## config.mk

```make
export PLATFORM = sky130hd
export DESIGN_NAME = phtst_seq_flat
export DESIGN_NICKNAME = d
export VERILOG_FILES = /design/src/design/phtst_pkg.sv /design/src/design/phtst_vertex_if.sv /design/src/design/phtst_result_if.sv /design/src/design/phtst_seq.sv /design/src/flat_wrapper.sv
export SDC_FILE = /design/constraint.sdc
export NUM_CORES = 1
export LEC_CHECK = 0
export ABC_AREA = 1
export BUFFER_PORTS_ARGS = -buffer_cell sky130_fd_sc_hd__buf_2
export CAP_MARGIN = 10
export CORE_MARGIN = 5
export CORE_UTILIZATION = 45
export CTS_CLUSTER_DIAMETER = 80
export CTS_CLUSTER_SIZE = 30
export DETAILED_ROUTE_END_ITERATION = 6
export MAX_ROUTING_LAYER = met4
export SLEW_MARGIN = 20
export SYNTH_ARGS = -nofsm -noshare
export SYNTH_HDL_FRONTEND = slang
export SYNTH_SLANG_ARGS = --single-unit
```

## constraint.sdc

```tcl
create_clock -name clk -period 8 [get_ports clk]
set_input_delay 1.6 -clock clk [delete_from_list [all_inputs] [get_ports clk]]
set_output_delay 1.6 -clock clk [all_outputs]
set_load 0.01 [all_outputs]
```

## src/design/phtst_pkg.sv

```systemverilog
// Shared widths, register indexes and inter-module types of the polyline hit test.
package phtst_pkg;

  localparam int COORD_BITS = 16;
  localparam int TOL_W      = 12;
  localparam int CFG_IDX_W  = 2;
  localparam int CFG_DATA_W = 16;

  // Differences of two coordinates, squared length, squared tolerance.
  localparam int DIFF_W  = COORD_BITS + 1;
  localparam int LEN_W   = 2 * COORD_BITS + 2;
  localparam int T2_W    = 2 * TOL_W;
  // A cross magnitude at or above 2**CM_W always loses the compare against t^2*len^2.
  localparam int CM_W    = (T2_W + LEN_W - 7) / 2;
  localparam int MUL_A_W = LEN_W + 1;
  localparam int MUL_B_W = CM_W + 1;
  localparam int PROD_W  = MUL_A_W + MUL_B_W;
  localparam int CMP_W   = PROD_W + 8;
  // Coordinates scaled by 16 with the tolerance folded in.
  localparam int BOX_W   = COORD_BITS + 6;

  localparam logic [TOL_W-1:0] TOL_RESET = TOL_W'(48);

  localparam logic [CFG_IDX_W-1:0] REG_QUERY_X   = CFG_IDX_W'(0);
  localparam logic [CFG_IDX_W-1:0] REG_QUERY_Y   = CFG_IDX_W'(1);
  localparam logic [CFG_IDX_W-1:0] REG_TOLERANCE = CFG_IDX_W'(2);

  typedef struct packed {
    logic signed [MUL_A_W-1:0] a;
    logic signed [MUL_B_W-1:0] b;
  } phtst_mul_req_t;

  typedef struct packed {
    logic                         update;
    logic                         clear;
    logic signed [COORD_BITS-1:0] x;
    logic signed [COORD_BITS-1:0] y;
  } phtst_box_ctl_t;

endpackage

```

## src/design/phtst_vertex_if.sv

```systemverilog
// Vertex request channel: valid/ready handshake with one projected vertex.
interface phtst_vertex_if import phtst_pkg::*; ();
  logic                         valid;
  logic                         ready;
  logic signed [COORD_BITS-1:0] vertex_x;
  logic signed [COORD_BITS-1:0] vertex_y;
  logic                         vertex_valid;
  logic                         contour_start;
  logic                         last_vertex;

  modport source (output valid, vertex_x, vertex_y, vertex_valid, contour_start,
                  last_vertex, input ready);
  modport sink   (input valid, vertex_x, vertex_y, vertex_valid, contour_start,
                  last_vertex, output ready);
endinterface

```

## src/design/phtst_result_if.sv

```systemverilog
// Result request channel: valid/ready handshake with the hit answer.
interface phtst_result_if;
  logic valid;
  logic ready;
  logic hit;
  logic hit_by_segment;

  modport source (output valid, hit, hit_by_segment, input ready);
  modport sink   (input valid, hit, hit_by_segment, output ready);
endinterface

```

## src/design/phtst_seq.sv

```systemverilog
// Sequencer: vertex intake, segment distance steps on the shared multiplier, result register.
module phtst_seq import phtst_pkg::*; (
  input  logic                         clk,
  input  logic                         rst,
  phtst_vertex_if.sink                 vertex,
  phtst_result_if.source               result,
  input  logic signed [COORD_BITS-1:0] query_x,
  input  logic signed [COORD_BITS-1:0] query_y,
  input  logic [TOL_W-1:0]             tolerance,
  output phtst_mul_req_t               mul_req,
  input  logic signed [PROD_W-1:0]     prod,
  output phtst_box_ctl_t               box_ctl,
  input  logic                         box_inside
);

  typedef enum logic [4:0] {
    S_IDLE, S_T2, S_LA, S_LB, S_DA, S_DB, S_DEC,
    S_PA, S_PB, S_PC,
    S_CA, S_CB, S_CC, S_CD, S_CE, S_CF,
    S_BOX, S_EMIT
  } state_t;

  state_t state;

  logic signed [COORD_BITS-1:0] prev_x;
  logic signed [COORD_BITS-1:0] prev_y;
  logic signed [COORD_BITS-1:0] cur_x;
  logic signed [COORD_BITS-1:0] cur_y;
  logic                         prev_live;
  logic                         already_answered;
  logic                         last_flag;
  logic                         use_end;
  logic signed [DIFF_W-1:0]     dx;
  logic signed [DIFF_W-1:0]     dy;
  logic signed [DIFF_W-1:0]     px;
  logic signed [DIFF_W-1:0]     py;
  logic signed [DIFF_W-1:0]     ex;
  logic signed [DIFF_W-1:0]     ey;
  logic [T2_W-1:0]              t2;
  logic [LEN_W-1:0]             len2;
  logic signed [PROD_W-1:0]     acc;
  logic [CM_W-1:0]              cm;
  logic                         cm_big;
  logic                         pend_hit;
  logic                         pend_seg;
  logic                         out_valid;
  logic                         out_hit;
  logic                         out_seg;

  logic                         accept;
  logic                         hp;
  logic signed [PROD_W-1:0]     sum;
  logic signed [PROD_W-1:0]     cross_v;
  logic signed [PROD_W-1:0]     cabs;
  logic [CMP_W-1:0]             lhs;
  logic [CMP_W-1:0]             rhs;
  logic                         near_pt;
  logic                         near_cross;
  logic                         seg_done;
  logic                         seg_near;
  logic signed [DIFF_W-1:0]     pa;
  logic signed [DIFF_W-1:0]     pb;

  assign vertex.ready   = (state == S_IDLE);
  assign result.valid   = out_valid;
  assign result.hit     = out_hit;
  assign result.hit_by_segment = out_seg;

  always_comb begin
    accept     = vertex.valid && vertex.ready;
    hp         = prev_live && !vertex.contour_start;
    sum        = acc + prod;
    cross_v    = acc - prod;
    cabs       = cross_v[PROD_W-1] ? -cross_v : cross_v;
    lhs        = CMP_W'($unsigned(acc)) << 8;
    rhs        = CMP_W'($unsigned(prod));
    near_pt    = $unsigned(sum) <= PROD_W'(t2 >> 8);
    near_cross = !cm_big && (lhs <= rhs);
    seg_done   = (state == S_PC) || (state == S_CF);
    seg_near   = (state == S_PC) ? near_pt : near_cross;
    pa         = use_end ? ex : px;
    pb         = use_end ? ey : py;

    box_ctl.update = accept && !already_answered && vertex.vertex_valid;
    box_ctl.clear  = (accept && already_answered && vertex.last_vertex)
                  || (state == S_BOX)
                  || (seg_done && seg_near && last_flag);
    box_ctl.x      = vertex.vertex_x;
    box_ctl.y      = vertex.vertex_y;
  end

  // Multiplier operands for each step of the sequence.
  always_comb begin
    mul_req.a = '0;
    mul_req.b = '0;
    unique case (state)
      S_T2: begin
        mul_req.a = MUL_A_W'(tolerance);
        mul_req.b = MUL_B_W'(tolerance);
      end
      S_LA: begin
        mul_req.a = MUL_A_W'(dx);
        mul_req.b = MUL_B_W'(dx);
      end
      S_LB: begin
        mul_req.a = MUL_A_W'(dy);
        mul_req.b = MUL_B_W'(dy);
      end
      S_DA: begin
        mul_req.a = MUL_A_W'(px);
        mul_req.b = MUL_B_W'(dx);
      end
      S_DB: begin
        mul_req.a = MUL_A_W'(py);
        mul_req.b = MUL_B_W'(dy);
      end
      S_PA: begin
        mul_req.a = MUL_A_W'(pa);
        mul_req.b = MUL_B_W'(pa);
      end
      S_PB: begin
        mul_req.a = MUL_A_W'(pb);
        mul_req.b = MUL_B_W'(pb);
      end
      S_CA: begin
        mul_req.a = MUL_A_W'(px);
        mul_req.b = MUL_B_W'(dy);
      end
      S_CB: begin
        mul_req.a = MUL_A_W'(py);
        mul_req.b = MUL_B_W'(dx);
      end
      S_CD: begin
        mul_req.a = MUL_A_W'(cm);
        mul_req.b = MUL_B_W'(cm);
      end
      S_CE: begin
        mul_req.a = MUL_A_W'(len2);
        mul_req.b = MUL_B_W'(t2);
      end
      S_IDLE, S_DEC, S_PC, S_CC, S_CF, S_BOX, S_EMIT: begin
      end
    endcase
  end

  always_ff @(posedge clk) begin
    if (rst) begin
      state            <= S_IDLE;
      prev_live        <= 1'b0;
      already_answered <= 1'b0;
      out_valid        <= 1'b0;
      prev_x           <= '0;
      prev_y           <= '0;
    end else begin
      // drop a taken result unless a new one is loaded this cycle
      if (result.ready && state != S_EMIT) out_valid <= 1'b0;
      unique case (state)
        S_IDLE: begin
          if (accept) begin
            cur_x     <= vertex.vertex_x;
            cur_y     <= vertex.vertex_y;
            last_flag <= vertex.last_vertex;
            dx <= DIFF_W'(vertex.vertex_x) - DIFF_W'(prev_x);
            dy <= DIFF_W'(vertex.vertex_y) - DIFF_W'(prev_y);
            px <= DIFF_W'(query_x) - DIFF_W'(prev_x);
            py <= DIFF_W'(query_y) - DIFF_W'(prev_y);
            ex <= DIFF_W'(query_x) - DIFF_W'(vertex.vertex_x);
            ey <= DIFF_W'(query_y) - DIFF_W'(vertex.vertex_y);
            if (already_answered) begin
              // drop everything until the last vertex closes the query
              if (vertex.last_vertex) begin
                already_answered <= 1'b0;
                prev_live        <= 1'b0;
              end
            end else if (!vertex.vertex_valid) begin
              prev_live <= 1'b0;
              state     <= vertex.last_vertex ? S_BOX : S_IDLE;
            end else if (hp) begin
              state <= S_T2;
            end else begin
              prev_x    <= vertex.vertex_x;
              prev_y    <= vertex.vertex_y;
              prev_live <= 1'b1;
              state     <= vertex.last_vertex ? S_BOX : S_IDLE;
            end
          end
        end
        S_T2: state <= S_LA;
        S_LA: begin
          t2    <= T2_W'($unsigned(prod));
          state <= S_LB;
        end
        S_LB: begin
          acc   <= prod;
          state <= S_DA;
        end
        S_DA: begin
          len2  <= LEN_W'($unsigned(sum));
          state <= S_DB;
        end
        S_DB: begin
          acc   <= prod;
          state <= S_DEC;
        end
        S_DEC: begin
          // sum holds the dot product here
          if (len2 == '0 || sum[PROD_W-1] || sum == '0) begin
            use_end <= 1'b0;
            state   <= S_PA;
          end else if (sum >= $signed(PROD_W'(len2))) begin
            use_end <= 1'b1;
            state   <= S_PA;
          end else begin
            state <= S_CA;
          end
        end
        S_PA: state <= S_PB;
        S_PB: begin
          acc   <= prod;
          state <= S_PC;
        end
        S_CA: state <= S_CB;
        S_CB: begin
          acc   <= prod;
          state <= S_CC;
        end
        S_CC: begin
          cm     <= cabs[CM_W-1:0];
          cm_big <= |cabs[PROD_W-1:CM_W];
          state  <= S_CD;
        end
        S_CD: state <= S_CE;
        S_CE: begin
          acc   <= prod;
          state <= S_CF;
        end
        S_PC, S_CF: begin
          if (seg_near) begin
            pend_hit <= 1'b1;
            pend_seg <= 1'b1;
            state    <= S_EMIT;
            if (last_flag) begin
              prev_live        <= 1'b0;
              already_answered <= 1'b0;
            end else begin
              already_answered <= 1'b1;
            end
          end else begin
            prev_x    <= cur_x;
            prev_y    <= cur_y;
            prev_live <= 1'b1;
            state     <= last_flag ? S_BOX : S_IDLE;
          end
        end
        S_BOX: begin
          pend_hit         <= box_inside;
          pend_seg         <= 1'b0;
          prev_live        <= 1'b0;
          already_answered <= 1'b0;
          state            <= S_EMIT;
        end
        S_EMIT: begin
          if (!out_valid || result.ready) begin
            out_valid <= 1'b1;
            out_hit   <= pend_hit;
            out_seg   <= pend_seg;
            state     <= S_IDLE;
          end
        end
      endcase
    end
  end

endmodule

```

## src/flat_wrapper.sv

```systemverilog
// flat-port wrapper written by rule: the top's interface ports become plain ports
module phtst_seq_flat import phtst_pkg::*;
  (clk, rst, query_x, query_y, tolerance, mul_req, prod, box_ctl, box_inside, vertex_valid, vertex_vertex_x, vertex_vertex_y, vertex_vertex_valid, vertex_contour_start, vertex_last_vertex, vertex_ready, result_valid, result_hit, result_hit_by_segment, result_ready);
  phtst_vertex_if vertex_i ();
  phtst_result_if result_i ();
  input  logic clk;
  input  logic rst;
  input  logic signed [COORD_BITS-1:0] query_x;
  input  logic signed [COORD_BITS-1:0] query_y;
  input  logic [TOL_W-1:0] tolerance;
  output phtst_mul_req_t mul_req;
  input  logic signed [PROD_W-1:0] prod;
  output phtst_box_ctl_t box_ctl;
  input  logic box_inside;
  input wire logic [$bits(vertex_i.valid)-1:0] vertex_valid;
  input wire logic [$bits(vertex_i.vertex_x)-1:0] vertex_vertex_x;
  input wire logic [$bits(vertex_i.vertex_y)-1:0] vertex_vertex_y;
  input wire logic [$bits(vertex_i.vertex_valid)-1:0] vertex_vertex_valid;
  input wire logic [$bits(vertex_i.contour_start)-1:0] vertex_contour_start;
  input wire logic [$bits(vertex_i.last_vertex)-1:0] vertex_last_vertex;
  output wire logic [$bits(vertex_i.ready)-1:0] vertex_ready;
  output wire logic [$bits(result_i.valid)-1:0] result_valid;
  output wire logic [$bits(result_i.hit)-1:0] result_hit;
  output wire logic [$bits(result_i.hit_by_segment)-1:0] result_hit_by_segment;
  input wire logic [$bits(result_i.ready)-1:0] result_ready;
  assign vertex_i.valid = vertex_valid;
  assign vertex_i.vertex_x = vertex_vertex_x;
  assign vertex_i.vertex_y = vertex_vertex_y;
  assign vertex_i.vertex_valid = vertex_vertex_valid;
  assign vertex_i.contour_start = vertex_contour_start;
  assign vertex_i.last_vertex = vertex_last_vertex;
  assign vertex_ready = vertex_i.ready;
  assign result_valid = result_i.valid;
  assign result_hit = result_i.hit;
  assign result_hit_by_segment = result_i.hit_by_segment;
  assign result_i.ready = result_ready;
  phtst_seq u_core (.clk(clk), .rst(rst), .vertex(vertex_i), .result(result_i), .query_x(query_x), .query_y(query_y), .tolerance(tolerance), .mul_req(mul_req), .prod(prod), .box_ctl(box_ctl), .box_inside(box_inside));
endmodule
```

==> flow_summary.ini <==
[setup_path]
endpoint_kind = primary output
crit_type = in -> out
r2r_slack_ps = 2230
rr_worst_depth = 20
critPathRequiredTime_ps = 6400
crit_arrival_ps = 5730
start_kind = primary input
timing.rr.start = u_core.acc[18]
worstPathMaxFanout = 10
reg2reg_to = u_core.use_end

[pwr]
ir_drop_mv = 0.2677
leakage_uw = 0.01775
powerDensity_mw_per_mm2 = 194.7

[floorplan]
core_mm2 = 0.07321
die_x_um = 282.3
fp-row-count = 99
die_h_um = 282.3
start_util_pct = 45.59
die-area_mm2 = 0.07971
ios = 244

[grt]
grt_pass1_wl_mm = 206.3
antenna_found_initial = 13
overflow = 0
grt_max_degree = 71
grt_use_total_pct = 36.11
grt_pass1_vias = 31557

[synthesis]
synth_seq_cells = 325
ys_top_cells_by_area = edfxtp_1, nand2_1, ha_1
yosysUniqueCellTypes = 67
synthAdderAreaFrac_pct = 12.44
synth_nets = 5371
synth-simple-area-share_pct = 29.99
ys_seq_area_share_pct = 28.04
synth_mux_area_share_pct = 0.4612
synth_top_cell_area_share_pct = 25.64
syn_inst = 4899
synth_most_common_cell = nand2_1
synth_xor_area_share_pct = 4.079
syn_area_per_cell_um2 = 6.812
synth_compound_area_share_pct = 12.95
synth_top_family_by_area = simple AND/OR/NAND/NOR gates
yosys.area.top_type = edfxtp_1
ys.flop_type = edfxtp_1
async_flop_share_pct = 0
ys_warn_count = 0
syn-cell-area_mm2 = 0.03337
synth_edf_count = 285
synthTopCellsByCount = nand2_1, inv_1, nor2_1

[placed_design]
portBuffers = 243
gp_congestion = 1.036
dpl_cell_area_mm2 = 0.03541
dpl.hpwl_mm = 125.3

[drt]
dr_wl_met2_mm = 58.84
drcViolationCount = 0
vias = 34153
drtAntennaViolNets = 0
wirelength_mm = 145.5
top_layer_used = met4
detail_route.wl_per_cell_um = 23.95
drtIter0Drc = 3997
first_pass_iters = 6
met3_length_mm = 18.44
viasPerCell = 5.621
met1_length_mm = 65.40

[layout]
stdcell_area_mm2 = 0.03654
fill_cells = 7681
nNetsFinal = 5552
drive_gt1_share_pct = 9.765
fin_util_pct = 49.92
area_growth_pct = 9.500

[hold_path]
whs_path_depth = 0
min_path_type = reg -> reg
min_to = u_core.result.hit
hp-start = u_core.pend_hit

[run_status]
status = completed

[clocking]
clkSlewWorstSetupHoldPaths_ps = 90
ctsResizeCount = 0
clock_sinks = 325
cts_tree = done
hold_buffers = 0
root_buffer = clkbuf_16
clk_latency_ps = 640
clk_path_buf_depth = 3
numCtsBuffers = 26
htreeDepth = 1
cts_setup_buffers = 0

[sta]
fin_crit_sh_pct = 91.57
slew_headroom_pct = 16.84
worst_slew_pin_slew_ps = 1234
tns_ps = 0
setup_viol_count_final = 0
rsz0062_at_grt = false
fmax_mhz = 136.5
min_period_ps = 7325
fin_worst_skew_ps = 56.34
slew_viol_final = 0
hold_viol = 0

[flow_run]
max_cap_violations = 0
## placed cells by master (no fill, tap or decap), drive strengths merged, types with 29 or more instances in the layout
cell    synthesis  routed
dfxtp          40      40
nand4         100     100
nand2        1341    1341
inv           853     862
nor3           67      67
nor2          491     491
xor2          123     123
o21bai         32      32
o21ai         245     245
buf           100     290
a21oi         318     318
ha            319     319
edfxtp        285     285
nand3         274     274
xnor2          29      29
## layout make-up
cell class / count / area (um^2) / area share, %
Clock buffer: 28 / 679.4 / 1.859
Antenna cell: 17 / 42.54 / 0.1164
Sequential cell: 325 / 9359 / 25.61
Clock inverter: 20 / 405.4 / 1.109
Tap cell: 959 / 1200 / 3.284
Timing Repair Buffer: 290 / 1569 / 4.294
Inverter: 858 / 3223 / 8.820
Multi-Input combinational cell: 3579 / 20060 / 54.91
## kinds of logic after synthesis
| group | count (synthesis) |
|---|---|
| and+or+nand+nor | 2337 |
| buffers and inverters | 995 |
| AOI/OAI and AO/OA | 748 |
| adders and majority gates | 327 |
| DFF | 325 |
| xor gates and xnor gates | 152 |
| muxes | 15 |
## worst max-delay path, cell delays in order
cell,delay (ps)
buf_2,130
inv_1,70
ha_1,510
nor2_2,250
nand2_1,150
inv_1,100
nand2_1,80
o21bai_1,390
xor2_1,590
ha_1,240
nand4_1,80
or4_1,530
nor3_1,220
nand3_1,110
nand3_2,190
nand2_1,100
o221ai_1,180
buf_2,190
## flip-flops by register name, indices dropped and copies added, names as in the netlist, 5 cells and up
register       count
u_core.acc        61
u_core.len2       34
u_core.cm         25
u_core.t2         24
u_core.dx         17
u_core.dy         17
u_core.ex         17
u_core.ey         17
u_core.px         17
u_core.py         17
u_core.cur_x      16
u_core.cur_y      16
u_core.prev_x     16
u_core.prev_y     16
u_core.state       5
## per-stage QoR
| stage | power [uW] | hold WS, ps | setup WS, ps | std cells |
|---|---|---|---|---|
| after floorplan | 4404 | 400.3 | 1870 | 4899 |
| after global placement | 5461 | 403.0 | 778.1 | 6011 |
| after detailed placement | 5479 | 411.0 | 751.7 | 6011 |
| after CTS | 7073 | 433.1 | 726.9 | 6059 |
| after global routing | 7513 | 442.1 | 467.7 | 6069 |
| final | 7116 | 429.8 | 674.7 | 6076 |
## worst max path at each step
| stage | cells past startpoint | to | slack (ps) | startpoint |
|---|---|---|---|---|
| after floorplan | 20 | box_ctl[32] | 1870 | prod[14] |
| after global placement | 19 | box_ctl[32] | 780 | prod[10] |
| after detailed placement | 18 | box_ctl[32] | 750 | prod[10] |
| after CTS | 18 | box_ctl[32] | 730 | prod[10] |
| after global routing | 17 | box_ctl[32] | 470 | prod[10] |
| final | 18 | box_ctl[32] | 670 | prod[10] |
## metal layers
layer | vias to the layer above | track usage (%)
met4 | 0 | 5.921
met5 | - | -
met2 | 1538 | 50.40
li1 | 16354 | -
met1 | 16126 | 52.17
met3 | 135 | 11.36
## where the power goes
group	leakage [uW]	switching [uW]	internal, uW
sequential	0.00293	167	2270
clock	0.000507	869	717
combinational	0.0143	2140	946
No activity file was read; power rests on OpenSTA's default activity.
